$ cat src/rtl/core/mrth_pkg.sv
package mrth_pkg;

    localparam int DEFAULT_MAX_TRIANGLES = 16;

    localparam int COORD_W   = 32;
    localparam int DIFF_W    = 33;
    localparam int OP_W      = 34;
    localparam int PROD_W    = 68;
    localparam int CROSS_W   = 67;
    localparam int ACC_W     = 104;
    localparam int REM_W     = ACC_W + 1;
    localparam int HI_SHIFT  = 33;
    localparam int Q_W       = 31;
    localparam int FRAC_BITS = 30;

    localparam int TC_W       = 5;
    localparam int DET_THR_W  = 40;
    localparam int CFG_IDX_W  = 2;
    localparam int CFG_DATA_W = 40;
    localparam int SLOT_W     = 4;
    localparam int CORNER_W   = 2;
    localparam int TRI_OUT_W  = 4;

    localparam int STEP_W    = 6;
    localparam int MAC_STEPS = 36;
    localparam int LOAD_LAST = 3;
    localparam int DIV_STEPS = 30;

    localparam logic [TC_W-1:0]      TC_RESET      = 5'd0;
    localparam logic [DET_THR_W-1:0] DET_THR_RESET = 40'd281474977;
    localparam logic [Q_W-1:0]       T_THR_RESET   = 31'd1074;
    localparam logic [Q_W-1:0]       Q_ONE         = 31'h4000_0000;

    localparam logic [CFG_IDX_W-1:0] REG_TRI_COUNT = 2'd0;
    localparam logic [CFG_IDX_W-1:0] REG_DET_THR   = 2'd1;
    localparam logic [CFG_IDX_W-1:0] REG_T_THR     = 2'd2;

    localparam logic KIND_CORNER = 1'b0;
    localparam logic KIND_QUERY  = 1'b1;

    localparam logic [CORNER_W-1:0] NUM_CORNERS = 2'd3;

    localparam logic [2:0] A_DIR   = 3'd0;
    localparam logic [2:0] A_SV    = 3'd1;
    localparam logic [2:0] A_PV_LO = 3'd2;
    localparam logic [2:0] A_PV_HI = 3'd3;
    localparam logic [2:0] A_QV_LO = 3'd4;
    localparam logic [2:0] A_QV_HI = 3'd5;

    localparam logic [1:0] B_E1  = 2'd0;
    localparam logic [1:0] B_E2  = 2'd1;
    localparam logic [1:0] B_SV  = 2'd2;
    localparam logic [1:0] B_DIR = 2'd3;

    localparam logic [3:0] D_PV0 = 4'd0;
    localparam logic [3:0] D_PV1 = 4'd1;
    localparam logic [3:0] D_PV2 = 4'd2;
    localparam logic [3:0] D_QV0 = 4'd3;
    localparam logic [3:0] D_QV1 = 4'd4;
    localparam logic [3:0] D_QV2 = 4'd5;
    localparam logic [3:0] D_DET = 4'd6;
    localparam logic [3:0] D_NU  = 4'd7;
    localparam logic [3:0] D_NV  = 4'd8;
    localparam logic [3:0] D_NT  = 4'd9;

    localparam logic [1:0] SEL_T = 2'd0;
    localparam logic [1:0] SEL_U = 2'd1;
    localparam logic [1:0] SEL_V = 2'd2;

    typedef struct packed {
        logic       en;
        logic [2:0] a_src;
        logic [1:0] a_idx;
        logic [1:0] b_src;
        logic [1:0] b_idx;
        logic       neg;
        logic       first;
        logic       last;
        logic [3:0] dest;
    } mac_cmd_t;

    typedef struct packed {
        logic                 ram_we;
        logic                 ram_re;
        logic                 load_query;
        logic                 ld_c0;
        logic                 ld_c1;
        logic                 ld_c2;
        mac_cmd_t             mac;
        logic                 chk;
        logic                 div_init;
        logic                 div_step;
        logic [1:0]           div_sel;
        logic                 div_save;
        logic                 out_load;
        logic                 out_hit;
        logic [TRI_OUT_W-1:0] out_tri;
    } dp_cmd_t;

    typedef struct packed {
        logic det_bad;
        logic range_bad;
        logic t_low;
    } dp_stat_t;

    function automatic mac_cmd_t mk(input logic [2:0] a_src, input logic [1:0] a_idx,
                                    input logic [1:0] b_src, input logic [1:0] b_idx,
                                    input logic neg, input logic first, input logic last,
                                    input logic [3:0] dest);
        mac_cmd_t c;
        c.en    = 1'b1;
        c.a_src = a_src;
        c.a_idx = a_idx;
        c.b_src = b_src;
        c.b_idx = b_idx;
        c.neg   = neg;
        c.first = first;
        c.last  = last;
        c.dest  = dest;
        return c;
    endfunction

    // Products of one triangle test: two cross products, then four dot products
    // whose wide operand is split into a low and a high part.
    function automatic mac_cmd_t mac_step(input logic [STEP_W-1:0] s);
        mac_cmd_t c;
        c = '0;
        unique case (s)
            6'd0:  c = mk(A_DIR, 2'd1, B_E2, 2'd2, 1'b0, 1'b1, 1'b0, D_PV0);
            6'd1:  c = mk(A_DIR, 2'd2, B_E2, 2'd1, 1'b1, 1'b0, 1'b1, D_PV0);
            6'd2:  c = mk(A_DIR, 2'd2, B_E2, 2'd0, 1'b0, 1'b1, 1'b0, D_PV1);
            6'd3:  c = mk(A_DIR, 2'd0, B_E2, 2'd2, 1'b1, 1'b0, 1'b1, D_PV1);
            6'd4:  c = mk(A_DIR, 2'd0, B_E2, 2'd1, 1'b0, 1'b1, 1'b0, D_PV2);
            6'd5:  c = mk(A_DIR, 2'd1, B_E2, 2'd0, 1'b1, 1'b0, 1'b1, D_PV2);
            6'd6:  c = mk(A_SV, 2'd1, B_E1, 2'd2, 1'b0, 1'b1, 1'b0, D_QV0);
            6'd7:  c = mk(A_SV, 2'd2, B_E1, 2'd1, 1'b1, 1'b0, 1'b1, D_QV0);
            6'd8:  c = mk(A_SV, 2'd2, B_E1, 2'd0, 1'b0, 1'b1, 1'b0, D_QV1);
            6'd9:  c = mk(A_SV, 2'd0, B_E1, 2'd2, 1'b1, 1'b0, 1'b1, D_QV1);
            6'd10: c = mk(A_SV, 2'd0, B_E1, 2'd1, 1'b0, 1'b1, 1'b0, D_QV2);
            6'd11: c = mk(A_SV, 2'd1, B_E1, 2'd0, 1'b1, 1'b0, 1'b1, D_QV2);
            6'd12: c = mk(A_PV_LO, 2'd0, B_E1, 2'd0, 1'b0, 1'b1, 1'b0, D_DET);
            6'd13: c = mk(A_PV_HI, 2'd0, B_E1, 2'd0, 1'b0, 1'b0, 1'b0, D_DET);
            6'd14: c = mk(A_PV_LO, 2'd1, B_E1, 2'd1, 1'b0, 1'b0, 1'b0, D_DET);
            6'd15: c = mk(A_PV_HI, 2'd1, B_E1, 2'd1, 1'b0, 1'b0, 1'b0, D_DET);
            6'd16: c = mk(A_PV_LO, 2'd2, B_E1, 2'd2, 1'b0, 1'b0, 1'b0, D_DET);
            6'd17: c = mk(A_PV_HI, 2'd2, B_E1, 2'd2, 1'b0, 1'b0, 1'b1, D_DET);
            6'd18: c = mk(A_PV_LO, 2'd0, B_SV, 2'd0, 1'b0, 1'b1, 1'b0, D_NU);
            6'd19: c = mk(A_PV_HI, 2'd0, B_SV, 2'd0, 1'b0, 1'b0, 1'b0, D_NU);
            6'd20: c = mk(A_PV_LO, 2'd1, B_SV, 2'd1, 1'b0, 1'b0, 1'b0, D_NU);
            6'd21: c = mk(A_PV_HI, 2'd1, B_SV, 2'd1, 1'b0, 1'b0, 1'b0, D_NU);
            6'd22: c = mk(A_PV_LO, 2'd2, B_SV, 2'd2, 1'b0, 1'b0, 1'b0, D_NU);
            6'd23: c = mk(A_PV_HI, 2'd2, B_SV, 2'd2, 1'b0, 1'b0, 1'b1, D_NU);
            6'd24: c = mk(A_QV_LO, 2'd0, B_DIR, 2'd0, 1'b0, 1'b1, 1'b0, D_NV);
            6'd25: c = mk(A_QV_HI, 2'd0, B_DIR, 2'd0, 1'b0, 1'b0, 1'b0, D_NV);
            6'd26: c = mk(A_QV_LO, 2'd1, B_DIR, 2'd1, 1'b0, 1'b0, 1'b0, D_NV);
            6'd27: c = mk(A_QV_HI, 2'd1, B_DIR, 2'd1, 1'b0, 1'b0, 1'b0, D_NV);
            6'd28: c = mk(A_QV_LO, 2'd2, B_DIR, 2'd2, 1'b0, 1'b0, 1'b0, D_NV);
            6'd29: c = mk(A_QV_HI, 2'd2, B_DIR, 2'd2, 1'b0, 1'b0, 1'b1, D_NV);
            6'd30: c = mk(A_QV_LO, 2'd0, B_E2, 2'd0, 1'b0, 1'b1, 1'b0, D_NT);
            6'd31: c = mk(A_QV_HI, 2'd0, B_E2, 2'd0, 1'b0, 1'b0, 1'b0, D_NT);
            6'd32: c = mk(A_QV_LO, 2'd1, B_E2, 2'd1, 1'b0, 1'b0, 1'b0, D_NT);
            6'd33: c = mk(A_QV_HI, 2'd1, B_E2, 2'd1, 1'b0, 1'b0, 1'b0, D_NT);
            6'd34: c = mk(A_QV_LO, 2'd2, B_E2, 2'd2, 1'b0, 1'b0, 1'b0, D_NT);
            6'd35: c = mk(A_QV_HI, 2'd2, B_E2, 2'd2, 1'b0, 1'b0, 1'b1, D_NT);
            default: c = '0;
        endcase
        return c;
    endfunction

endpackage

$ cat src/rtl/core/mrth_ctrl.sv
module mrth_ctrl #(
    parameter int MAX_TRIANGLES = mrth_pkg::DEFAULT_MAX_TRIANGLES,
    localparam int DEPTH = 3 * MAX_TRIANGLES,
    localparam int AW = $clog2(DEPTH),
    localparam int CW = $clog2(MAX_TRIANGLES + 1)
) (
    input  logic                          clk,
    input  logic                          rst_n,
    input  logic                          in_valid,
    output logic                          in_ready,
    input  logic                          kind,
    input  logic [mrth_pkg::SLOT_W-1:0]   tri_slot,
    input  logic [mrth_pkg::CORNER_W-1:0] corner,
    output logic                          out_valid,
    input  logic                          out_ready,
    input  logic [mrth_pkg::TC_W-1:0]     tri_count,
    input  mrth_pkg::dp_stat_t            stat,
    output mrth_pkg::dp_cmd_t             cmd,
    output logic [AW-1:0]                 raddr
);

    localparam int SW = mrth_pkg::STEP_W;

    localparam logic [3:0] S_IDLE   = 4'd0;
    localparam logic [3:0] S_LOAD   = 4'd1;
    localparam logic [3:0] S_MAC    = 4'd2;
    localparam logic [3:0] S_CHK1   = 4'd3;
    localparam logic [3:0] S_CHK2   = 4'd4;
    localparam logic [3:0] S_DIVI   = 4'd5;
    localparam logic [3:0] S_DIVS   = 4'd6;
    localparam logic [3:0] S_DIVD   = 4'd7;
    localparam logic [3:0] S_NEXT   = 4'd8;
    localparam logic [3:0] S_RESULT = 4'd9;

    logic [3:0]    state_reg, state_next;
    logic [SW-1:0] step_reg, step_next;
    logic [CW-1:0] tri_reg, tri_next;
    logic [CW-1:0] count_reg, count_next;
    logic [AW-1:0] base_reg, base_next;
    logic [1:0]    sel_reg, sel_next;
    logic          hitf_reg, hitf_next;
    logic          out_valid_reg, out_valid_next;
    logic [CW-1:0] count_lim;
    logic          slot_ok, corner_ok;

    assign count_lim = ({27'd0, tri_count} > 32'(MAX_TRIANGLES)) ?
                       CW'(MAX_TRIANGLES) : CW'(tri_count);
    assign slot_ok   = {28'd0, tri_slot} < 32'(MAX_TRIANGLES);
    assign corner_ok = corner < mrth_pkg::NUM_CORNERS;
    assign in_ready  = (state_reg == S_IDLE);
    assign out_valid = out_valid_reg;

    always_comb
    begin
        state_next     = state_reg;
        step_next      = step_reg;
        tri_next       = tri_reg;
        count_next     = count_reg;
        base_next      = base_reg;
        sel_next       = sel_reg;
        hitf_next      = hitf_reg;
        out_valid_next = out_valid_reg;
        cmd            = '0;
        raddr          = base_reg + AW'(step_reg[1:0]);
        if (out_valid_reg && out_ready)
        begin
            out_valid_next = 1'b0;
        end
        unique case (state_reg)
            S_IDLE:
            begin
                if (in_valid)
                begin
                    if (kind == mrth_pkg::KIND_CORNER)
                    begin
                        cmd.ram_we = slot_ok && corner_ok;
                    end
                    else
                    begin
                        cmd.load_query = 1'b1;
                        count_next     = count_lim;
                        tri_next       = '0;
                        base_next      = '0;
                        hitf_next      = 1'b0;
                        step_next      = '0;
                        state_next     = (count_lim == '0) ? S_RESULT : S_LOAD;
                    end
                end
            end
            S_LOAD:
            begin
                cmd.ram_re = (step_reg != SW'(mrth_pkg::LOAD_LAST));
                cmd.ld_c0  = (step_reg == SW'(1));
                cmd.ld_c1  = (step_reg == SW'(2));
                cmd.ld_c2  = (step_reg == SW'(mrth_pkg::LOAD_LAST));
                if (step_reg == SW'(mrth_pkg::LOAD_LAST))
                begin
                    step_next  = '0;
                    state_next = S_MAC;
                end
                else
                begin
                    step_next = step_reg + 1'b1;
                end
            end
            S_MAC:
            begin
                cmd.mac = mrth_pkg::mac_step(step_reg);
                if (step_reg == SW'(mrth_pkg::MAC_STEPS))
                begin
                    state_next = S_CHK1;
                end
                else
                begin
                    step_next = step_reg + 1'b1;
                end
            end
            S_CHK1:
            begin
                cmd.chk    = 1'b1;
                state_next = S_CHK2;
            end
            S_CHK2:
            begin
                if (stat.det_bad || stat.range_bad)
                begin
                    state_next = S_NEXT;
                end
                else
                begin
                    sel_next   = mrth_pkg::SEL_T;
                    state_next = S_DIVI;
                end
            end
            S_DIVI:
            begin
                cmd.div_init = 1'b1;
                cmd.div_sel  = sel_reg;
                step_next    = '0;
                state_next   = S_DIVS;
            end
            S_DIVS:
            begin
                cmd.div_step = 1'b1;
                if (step_reg == SW'(mrth_pkg::DIV_STEPS - 1))
                begin
                    state_next = S_DIVD;
                end
                else
                begin
                    step_next = step_reg + 1'b1;
                end
            end
            S_DIVD:
            begin
                cmd.div_sel = sel_reg;
                if ((sel_reg == mrth_pkg::SEL_T) && stat.t_low)
                begin
                    state_next = S_NEXT;
                end
                else
                begin
                    cmd.div_save = 1'b1;
                    if (sel_reg == mrth_pkg::SEL_V)
                    begin
                        hitf_next  = 1'b1;
                        state_next = S_RESULT;
                    end
                    else
                    begin
                        sel_next   = (sel_reg == mrth_pkg::SEL_T) ?
                                     mrth_pkg::SEL_U : mrth_pkg::SEL_V;
                        state_next = S_DIVI;
                    end
                end
            end
            S_NEXT:
            begin
                if (CW'(tri_reg + 1'b1) == count_reg)
                begin
                    hitf_next  = 1'b0;
                    state_next = S_RESULT;
                end
                else
                begin
                    tri_next   = tri_reg + 1'b1;
                    base_next  = base_reg + AW'(3);
                    step_next  = '0;
                    state_next = S_LOAD;
                end
            end
            S_RESULT:
            begin
                if (!out_valid_reg || out_ready)
                begin
                    cmd.out_load   = 1'b1;
                    cmd.out_hit    = hitf_reg;
                    cmd.out_tri    = mrth_pkg::TRI_OUT_W'(tri_reg);
                    out_valid_next = 1'b1;
                    state_next     = S_IDLE;
                end
            end
            default:
            begin
                state_next = S_IDLE;
            end
        endcase
    end

    always_ff @(posedge clk or negedge rst_n)
    begin
        if (!rst_n)
        begin
            state_reg     <= S_IDLE;
            step_reg      <= '0;
            tri_reg       <= '0;
            count_reg     <= '0;
            base_reg      <= '0;
            sel_reg       <= mrth_pkg::SEL_T;
            hitf_reg      <= 1'b0;
            out_valid_reg <= 1'b0;
        end
        else
        begin
            state_reg     <= state_next;
            step_reg      <= step_next;
            tri_reg       <= tri_next;
            count_reg     <= count_next;
            base_reg      <= base_next;
            sel_reg       <= sel_next;
            hitf_reg      <= hitf_next;
            out_valid_reg <= out_valid_next;
        end
    end

    assert property (@(posedge clk) disable iff (!rst_n)
        (state_reg == S_MAC) |-> (step_reg <= SW'(mrth_pkg::MAC_STEPS)))
        else $error("Product sequencer ran past its last step.");

    assert property (@(posedge clk) disable iff (!rst_n)
        (state_reg == S_LOAD) |-> (tri_reg < count_reg))
        else $error("Triangle walk went beyond the triangle count.");

    assert property (@(posedge clk) disable iff (!rst_n)
        cmd.out_load |-> (!out_valid_reg || out_ready))
        else $error("Result register overwritten before its transfer.");

    assert property (@(posedge clk) disable iff (!rst_n)
        (state_reg == S_RESULT && out_valid_reg && !out_ready) |=>
        (state_reg == S_RESULT && out_valid_reg))
        else $error("Pending result lost while the output was stalled.");

    assert property (@(posedge clk) disable iff (!rst_n)
        (in_valid && in_ready && kind == mrth_pkg::KIND_QUERY && count_lim != '0) |=>
        (state_reg == S_LOAD && tri_reg == '0))
        else $error("Query did not start at the first triangle.");

endmodule

$ cat config.mk
export PLATFORM = sky130hd
export DESIGN_NAME = mrth_ctrl
export DESIGN_NICKNAME = d
export VERILOG_FILES = /design/src/rtl/core/mrth_pkg.sv /design/src/rtl/core/mrth_ctrl.sv
export SDC_FILE = /design/constraint.sdc
export NUM_CORES = 1
export LEC_CHECK = 0
export BUFFER_PORTS_ARGS = -buffer_cell sky130_fd_sc_hd__buf_4
export CELL_PAD_IN_SITES_DETAIL_PLACEMENT = 0
export CELL_PAD_IN_SITES_GLOBAL_PLACEMENT = 1
export CORE_ASPECT_RATIO = 1.1
export CORE_MARGIN = 4
export CORE_UTILIZATION = 30
export DETAILED_ROUTE_END_ITERATION = 8
export PLACE_DENSITY = 0.65
export SLEW_MARGIN = 40
export SYNTH_ARGS = -nofsm -noshare
export SYNTH_HDL_FRONTEND = slang
export SYNTH_SLANG_ARGS = --single-unit
$ cat constraint.sdc
create_clock -name clk -period 6.02 [get_ports clk]
set_input_delay 0 -clock clk [delete_from_list [all_inputs] [get_ports clk]]
set_output_delay 0 -clock clk [all_outputs]
set_load 0.005 [all_outputs]
* Word-level counts from Yosys, hierarchy flattened
Memory sizes are Yosys's and may differ from the RTL's.
Index checks and enable logic that the tools add are counted.
** Storage, ports and cells
- Input port bits :: 19
- Output and inout bits :: 43
- Memories kept :: 1
- Memory bits (read-only) :: 1088
- Logic and storage cells :: 122
- Register bits :: 30
** Cells by class
- Order comparisons :: 2
- Mux-type cells :: 57
- Reduce and logical (&&, ||, !) cells :: 19
- Equal/unequal tests :: 31
- Add/sub/neg operators :: 4
** Memories
- (no name shown) :: words 64, bits a word 17, rd ports 1, clocked after Yosys merged registers in 0, wr ports 0, line mrth_pkg.sv:128 : unique case (s)
** Operators with widths (number)
- 6-bit 2-to-1 mux :: 9
- 4-bit 2-to-1 mux :: 11
- 4-bit case mux with 10 select lines :: 1
- 6-bit case mux with 6 select lines :: 1
- 2-bit != test (second input constant) :: 13
- 1-bit 2-to-1 mux :: 20
- 5-bit 2-to-1 mux :: 4
- 6-bit AND reduction :: 3
- 17-bit 2-to-1 mux :: 1
- 4-bit by 3-bit equality test with 1-bit output (second input constant) :: 4
- 6-bit by 2-bit equality test with 1-bit output (second input constant) :: 2
- 6-bit case mux with 2 select lines :: 1
- 2-bit 2-to-1 mux :: 5
- 5-bit case mux with 2 select lines :: 1
- 4-bit by 2-bit equality test with 1-bit output (second input constant) :: 2
- 4-bit equality test (second input constant) :: 2
- 4-bit AND reduction :: 2
- 6-bit by 1-bit adder with 6-bit output (second input constant) :: 1
- 6-bit by 2-bit adder with 6-bit output :: 1
- 6-bit by 2-bit adder with 6-bit output (second input constant) :: 1
- 6-bit by 1-bit equality test with 1-bit output (second input constant) :: 1
- 6-bit by 5-bit equality test with 1-bit output (second input constant) :: 1
- 6-bit equality test (second input constant) :: 1
- 6-bit by 2-bit != test with 1-bit output (second input constant) :: 1
- other kinds (21) :: 24

* Logic depth before layout (Yosys ltp)
Gate-level depths: netlist of run 1.
- Depth after elaboration :: 7
- Mapped depth :: 8
- Depth with buffers taken out :: 7

* Worst setup path before layout of run 1
OpenSTA, ideal clock, no wires.
- Kind :: register -> register
- Start point :: register tri_reg[0]
- End point :: register base_reg[1]
- Arrival time :: 2050 ps
- Setup slack :: 3845 ps
- Stages on the path, launching flop included :: 7
- Clock period less this slack :: 2175 ps
- Library setup time :: 125 ps
- Cell sequence :: dfrtp_1 ha_1 nor3b_1 o21a_1 o311a_4 a21boi_2 mux2_2
** Between the ends
- Cells in the longest elaborated chain, start to end :: 4
** RTL lines
- start, declared :: line mrth_ctrl.sv:37 : logic [CW-1:0] tri_reg, tri_next;
- start signal, assigned :: line mrth_ctrl.sv:227 : tri_reg <= tri_next;
- 5-bit by 1-bit adder with 5-bit output :: line mrth_ctrl.sv:179 : if (CW'(tri_reg + 1'b1) == count_reg)
- 5-bit equality test :: line mrth_ctrl.sv:179
- 2-bit != test (no line)
- 4-bit AND reduction (no line)
- end signal, assigned :: line mrth_ctrl.sv:229 : base_reg <= base_next;
- end, declared :: line mrth_ctrl.sv:39 : logic [AW-1:0] base_reg, base_next;
Every way passes these cells.
A chain may end at the register's enable or synchronous reset.

==> impl_metrics.yaml, run 1 <==
outcome:
  status: "complete, no violations"
global_route:
  antenna_found_initial: 0
  grt-ovfl-total: 0
  grtUsageTotal: 0.150
  met2_usage: 0.252
  grt_first_pass_wirelength_mm: 13.1
  grt_pass1_vias: 2556
  grt_busiest_layer: "met2"
  use_met1: 0.204
  grtUsageMet3: 0.0214
  grt_max_degree: 31
yosys:
  yosysSeqAreaShare: 0.278
  synth_edf_count: 0
  synth_cell_types: 60
  netlist_instances: 331
  yosys_warnings: 0
  synth_nets: 367
  synth.cell_area_um2: 2700
  avgSynthCellArea_um2: 8.15
  synthFlopType: "dfrtp_1"
  synth-seq-cells: 30
  synth_async_sr_flop_share: 1.00
clock_network:
  cts_buffer_depth: 2
  cts_hold_buf: 5
  cts_setup_buffers: 0
  ctsResizeCount: 0
  clock_latency_ns: 0.28
  h-tree-depth: 2
  cts.sinks: 30
  clk_pin_slew_worst_paths_ns: 0.06
  root_buffer: "clkbuf_8"
  cts_tree: "yes"
  cts_buffers: 5
timing:
  tns_ns: 0
  fin_skew_ns: 0.00240
  min_period_ns: 2.78
  slew_viol_final: 0
  fmax_ghz: 0.359
  worst_pin_slew_ns: 0.735
  slew_headroom: 0.507
  rsz0062_at_grt: "no"
  report.final.hold_viol_count: 0
  finalCritPeriodShare: 0.462
  final-setup-viol-count: 0
drt:
  vias: 2596
  vias_per_cell: 5.21
  drt-total-wl_mm: 7.74
  drt_iter0_markers: 103
  ant_nets: 0
  wl_per_cell_um: 15.5
  drc: 0
  dr.pass1.iters: 4
place:
  dp.final_hpwl_mm: 5.73
  globalplace.congestion: 0.820
  io_buffer_count: 57
pwr:
  clkPwrFrac: 0.127
  seq_power_share: 0.308
  peakVddDrop_uv: 150
  switchingPower_w: 0.000570
  intPower_w: 0.000644
  p_sw_frac: 0.469
  p_per_area_nw_per_um2: 366
  p_leak_nw: 1.51
  combPwrFrac: 0.566
  finalPower_w: 0.00121
setup_path:
  reg2reg_depth: 6
  crit_arrival_ns: 2.78
  reg2reg_from: "step_reg[1]"
  timing.rr.end: "step_reg[3]"
  cp-start-kind: "flop"
  reg2reg_slack_ns: 3.55
  critPathKind: "flop to output pin"
  worstPathRequired_ns: 6.02
  crit_fanout: 14
  cp-end-kind: "output pin"
final_layout:
  diodes: 0
  regArea_um2: 752
  multi_input_area_um2: 1790
  fillers: 962
  mostFrequentLayoutCells: "57 x buf_4, 33 x nor2_1, 29 x dfrtp_1"
  nNetsFinal: 420
  drive_gt1_frac: 0.195
  layout_commonest_cell: "buf_4"
  area_growth_pct: 23.2
run:
  drv_cap: 0
die:
  rows: 36
  die_h_um: 107
  start_util: 0.305
  die_area_um2: 10600
  num_io_pins: 62
  die_w_um: 98.4
  core_area_um2: 8830
hold_path:
  worstHoldPathType: "input pin to flop"
  worstHoldEndpoint: "count_reg[3]"
  min_from: "tri_count[3]"
  hold_path_depth: 3
[power by group through the flow]
stage          Clock [W]  Combinational (W)  Sequential [W]
6_report        0.000154           0.000687        0.000374
5_1_grt         0.000168           0.000774        0.000391
4_1_cts         0.000161           0.000692        0.000373
3_5_place_dp           0           0.000687        0.000377
3_3_place_gp           0           0.000683        0.000376
2_1_floorplan          0           0.000528        0.000310
[logic make-up (layout without fill, tap and decap cells)]
kind of cell    count (synthesis)  count (layout)  share of synthesized area
compound gates                 77              77                      0.207
xor+xnor                       10              10                     0.0325
fa+ha+maj                      17              17                     0.0817
buf+inv                        38              91                     0.0580
flops                          30              30                      0.278
mux                            19              19                     0.0766
simple gates                  140             140                      0.266
[Yosys cell counts (2+ instances only)]
cell,instances,area share
nand3_1,10,0.019
nand4_1,3,0.0070
and3_1,6,0.014
o22a_1,2,0.0065
clkbuf_1,9,0.013
o211ai_1,2,0.0056
dfrtp_1,30,0.28
nand2_1,27,0.038
and2_1,10,0.023
buf_2,4,0.0074
a22o_1,2,0.0065
mux2_2,3,0.013
nand4b_1,2,0.0065
a21boi_0,2,0.0056
inv_1,20,0.028
nand2b_1,9,0.021
xor2_1,5,0.016
o221ai_1,2,0.0065
a31oi_1,3,0.0070
xnor2_1,5,0.016
a21oi_1,18,0.033
o22ai_1,4,0.0093
o21ai_0,17,0.032
buf_4,2,0.0056
o2bb2ai_1,3,0.0097
clkinv_1,2,0.0028
nor2_1,33,0.046
nor3b_1,2,0.0056
nor2b_1,8,0.019
or4_1,4,0.011
a211oi_1,3,0.0084
a311oi_1,3,0.0097
nor3_1,16,0.030
ha_1,16,0.074
mux2i_1,15,0.056
or3_1,3,0.0070
nor4_1,2,0.0046
a2111oi_0,2,0.0065
[layer usage]
metal  vias to the layer above  share of wire
li1                       1299              -
met1                      1218           0.47
met2                        74           0.48
met3                         5          0.047
met4                         0         0.0072
met5                         -              0
[worst max path at each step]
stage | start | end | slack (ns) | cells past startpoint
floorplan | tri_reg[0] | base_reg[1] | 3.85 | 6
global route | step_reg[2] | cmd[23] | 3.09 | 7
CTS | step_reg[2] | cmd[23] | 3.23 | 7
finish | step_reg[2] | cmd[23] | 3.24 | 7
detailed placement | step_reg[1] | step_reg[3] | 3.55 | 6
global placement | step_reg[2] | cmd[23] | 3.55 | 7
[worst max-delay path: stages, from the launching register on]
cell,delay (ns)
dfrtp_1,0.64
clkinv_1,0.46
ha_1,0.36
or2_2,0.30
mux4_2,0.46
nand2_1,0.08
a21oi_1,0.06
buf_4,0.15
[per-stage QoR]
step                      hold WS [ns]  area [um^2]  instances  setup slack (ns)  utilization
after CTS                     0.000238         3320        498              3.23        0.376
after detailed placement       -0.0334         3190        486              3.55        0.362
final                          0.00394         3320        498              3.24        0.376
after global routing            0.0336         3320        498              3.09        0.376
after floorplan                 -0.296         2700        331              3.85            -
after global placement         -0.0339         3190        486              3.55        0.362
[final cells by class]
| class | count | area share |
|---|---|---|
| Multi-Input combinational cell | 263 | 0.539 |
| Sequential cell | 30 | 0.226 |
| Timing Repair Buffer | 62 | 0.144 |
| Tap cell | 114 | 0.0430 |
| Inverter | 22 | 0.0249 |
| Clock buffer | 7 | 0.0230 |
No activity file was read; power rests on OpenSTA's default activity.
==> run 2: changes to the inputs <==
- ABC_AREA: default -> 1
- PLACE_DENSITY: 0.65 -> 0.71
- clock period: 6.02 -> 2.4 ns (I/O delays scaled with it)
==> run 2 against run 1 <==
  * Critical endpoint is now cmd[19]
  * Largest power group unchanged
  * Hold slack better by 0.035 ns
  * Synthesized area rose by 0.28%
  * Register-to-register slack worse by 3.1 ns
==> impl_metrics.yaml, run 2 <==
hold_path:
  worstHoldEndpoint: "state_reg[3]"
  worstHoldPathType: "input pin to flop"
  min_from: "out_ready"
  hold_path_depth: 4
die:
  rows: 36
  die_w_um: 98.5
  start_util: 0.306
  num_io_pins: 62
  core_area_um2: 8830
  die_area_um2: 10600
  die_h_um: 108
setup_path:
  cpPeakStageDelay_ns: 0.71
  reg2reg_slack_ns: 0.45
  critPathLaunch: "step_reg[2]"
  crit_fanout: 19
  worstPathRequired_ns: 2.40
  cpMaxStageDelayCell: "dfrtp_1"
  cp-start-kind: "flop"
  crit_arrival_ns: 2.18
  cp-end-kind: "output pin"
  critPathKind: "flop to output pin"
  path_cells: "inv_1, ha_1, inv_1, nand2_1, o21ai_0, nand2_1, a21oi_1, nor3_1, buf_4"
  reg2reg_from: "tri_reg[0]"
  reg2reg_depth: 12
  timing.rr.end: "base_reg[1]"
  cp_num_buf_inv: 3
  crit_family: "flip-flops"
timing:
  worst_pin_slew_ns: 0.575
  min_period_ns: 2.18
  tns_ns: 0
  report.final.hold_viol_count: 0
  slew_viol_final: 0
  rsz0062_at_grt: "no"
  fin_skew_ns: 0.00602
  slew_headroom: 0.617
  finalCritPeriodShare: 0.908
  final-setup-viol-count: 0
  fmax_ghz: 0.459
place:
  globalplace.congestion: 0.867
  dp.final_hpwl_mm: 6.01
  io_buffer_count: 57
  placedCellCount: 582
final_layout:
  nNetsFinal: 517
  diodes: 0
  mostFrequentLayoutCells: "113 x nand2_1, 61 x buf_4, 57 x inv_1"
  area_growth_pct: 25.5
  drive_gt1_frac: 0.201
  fillers: 1006
  fin_cells: 596
  layout_commonest_cell: "nand2_1"
pwr:
  switchingPower_w: 0.00142
  p_per_area_nw_per_um2: 861
  p_leak_nw: 1.75
  seq_power_share: 0.268
  combPwrFrac: 0.580
  clkPwrFrac: 0.152
  peakVddDrop_uv: 295
  p_sw_frac: 0.486
  intPower_w: 0.00150
global_route:
  grtUsageMet3: 0.0266
  grt-ovfl-total: 0
  grt_busiest_layer: "met2"
  met2_usage: 0.254
  grt_pass1_vias: 2787
  grt_max_degree: 31
  use_met1: 0.203
  antenna_found_initial: 0
  grt_first_pass_wirelength_mm: 13.2
  grtUsageTotal: 0.152
yosys:
  avgSynthCellArea_um2: 6.48
  netlist_instances: 417
  synth.cell_area_um2: 2700
  synth-simple-area-share: 0.379
  post-synth-top-area-cell: "dfrtp_1"
  synth_top_area_share: 0.278
  synth.most_common_cell: "nand2_1"
  synthAdderAreaFrac: 0.0814
  synth-seq-cells: 30
  synth_edf_count: 0
  yosys_warnings: 0
  synthFlopType: "dfrtp_1"
  synth_async_sr_flop_share: 1.00
  synth_nets: 453
  yosysSeqAreaShare: 0.278
  synth_xor_area_frac: 0.0292
  muxShareOfSynthArea: 0
  synth_cell_types: 36
  synth_top_family_by_area: "simple AND/OR/NAND/NOR gates"
  synth_common_cells: "113 x nand2_1, 57 x inv_1, 47 x nor2_1"
  synth_compound_area_frac: 0.117
  ys_top_cells_by_area: "dfrtp_1 28%, nand2_1 16%, inv_1 7.9%"
drt:
  wl_per_cell_um: 13.0
  drt_iter0_markers: 79
  dr.pass1.iters: 4
  vias_per_cell: 4.71
  drt-total-wl_mm: 7.76
  vias: 2809
  drc: 0
  ant_nets: 0
clock_network:
  clk_pin_slew_worst_paths_ns: 0.07
  cts_buffers: 5
  h-tree-depth: 2
  clock_latency_ns: 0.29
  root_buffer: "clkbuf_8"
  cts.sinks: 30
  cts_buffer_depth: 2
  cts_tree: "yes"
  ctsResizeCount: 0
  cts_setup_buffers: 0
  cts_hold_buf: 6
run:
  drv_cap: 0
outcome:
  status: "complete, no violations"
## run 2: worst max path at each step
stage                     cells after the start           to  slack, ns
after floorplan                              12  base_reg[1]       0.80
after global placement                       12  base_reg[4]       0.47
after detailed placement                     12  base_reg[1]       0.47
after CTS                                     9      cmd[19]       0.22
after global routing                          6      cmd[12]       0.02
final                                         9      cmd[19]       0.22
## run 2: routing by layer
metal	part of all wire	vias to the layer above
met1	0.47	1274
li1	-	1469
met2	0.47	59
met4	0.012	0
met3	0.047	7
met5	0	-
## run 2: cell type report
class,instances,area (um^2),share of cell area
multi-input combinational,311,1640,0.483
sequential,30,751,0.221
timing repair buffer,67,518,0.153
inverter,66,248,0.0730
tap,114,143,0.0420
clock buffer,6,82.6,0.0243
clock inverter,2,12.5,0.00369
## run 2: kinds of logic (layout without fill, tap and decap cells)
family	after synthesis	in the layout
AO/OA/AOI/OAI	53	53
AND/OR/NAND/NOR	232	232
flip-flops	30	30
buffers and inverters	76	141
adder cells (fa/ha/maj)	17	17
XOR/XNOR	9	9
## run 2: worst register-to-register path: cells and delay by family (launching register included)
family	cells	cell delay (ns)
simple gates	10	1.07
flops	1	0.44
fa+ha+maj	1	0.28
buf+inv	1	0.06
## run 2: power groups by stage
stage | logic [W] | clock network [W] | registers (W)
after floorplan | 0.00119 | 0 | 0.000740
after global placement | 0.00170 | 0 | 0.000788
after detailed placement | 0.00170 | 0 | 0.000789
after CTS | 0.00171 | 0.000462 | 0.000779
after global routing | 0.00195 | 0.000476 | 0.000806
final | 0.00170 | 0.000445 | 0.000782
## run 2: stage by stage
step                      power, W  hold slack [ns]  area [um^2]  setup WS (ns)  utilization
after global placement     0.00249          -0.0363         3240          0.471        0.367
after detailed placement   0.00249          -0.0303         3240          0.468        0.367
after CTS                  0.00295           0.0427         3390          0.223        0.384
final                      0.00292           0.0385         3390          0.222        0.384
after floorplan            0.00193           -0.296         2700          0.804            -
after global routing       0.00323           0.0721         3390         0.0232        0.384
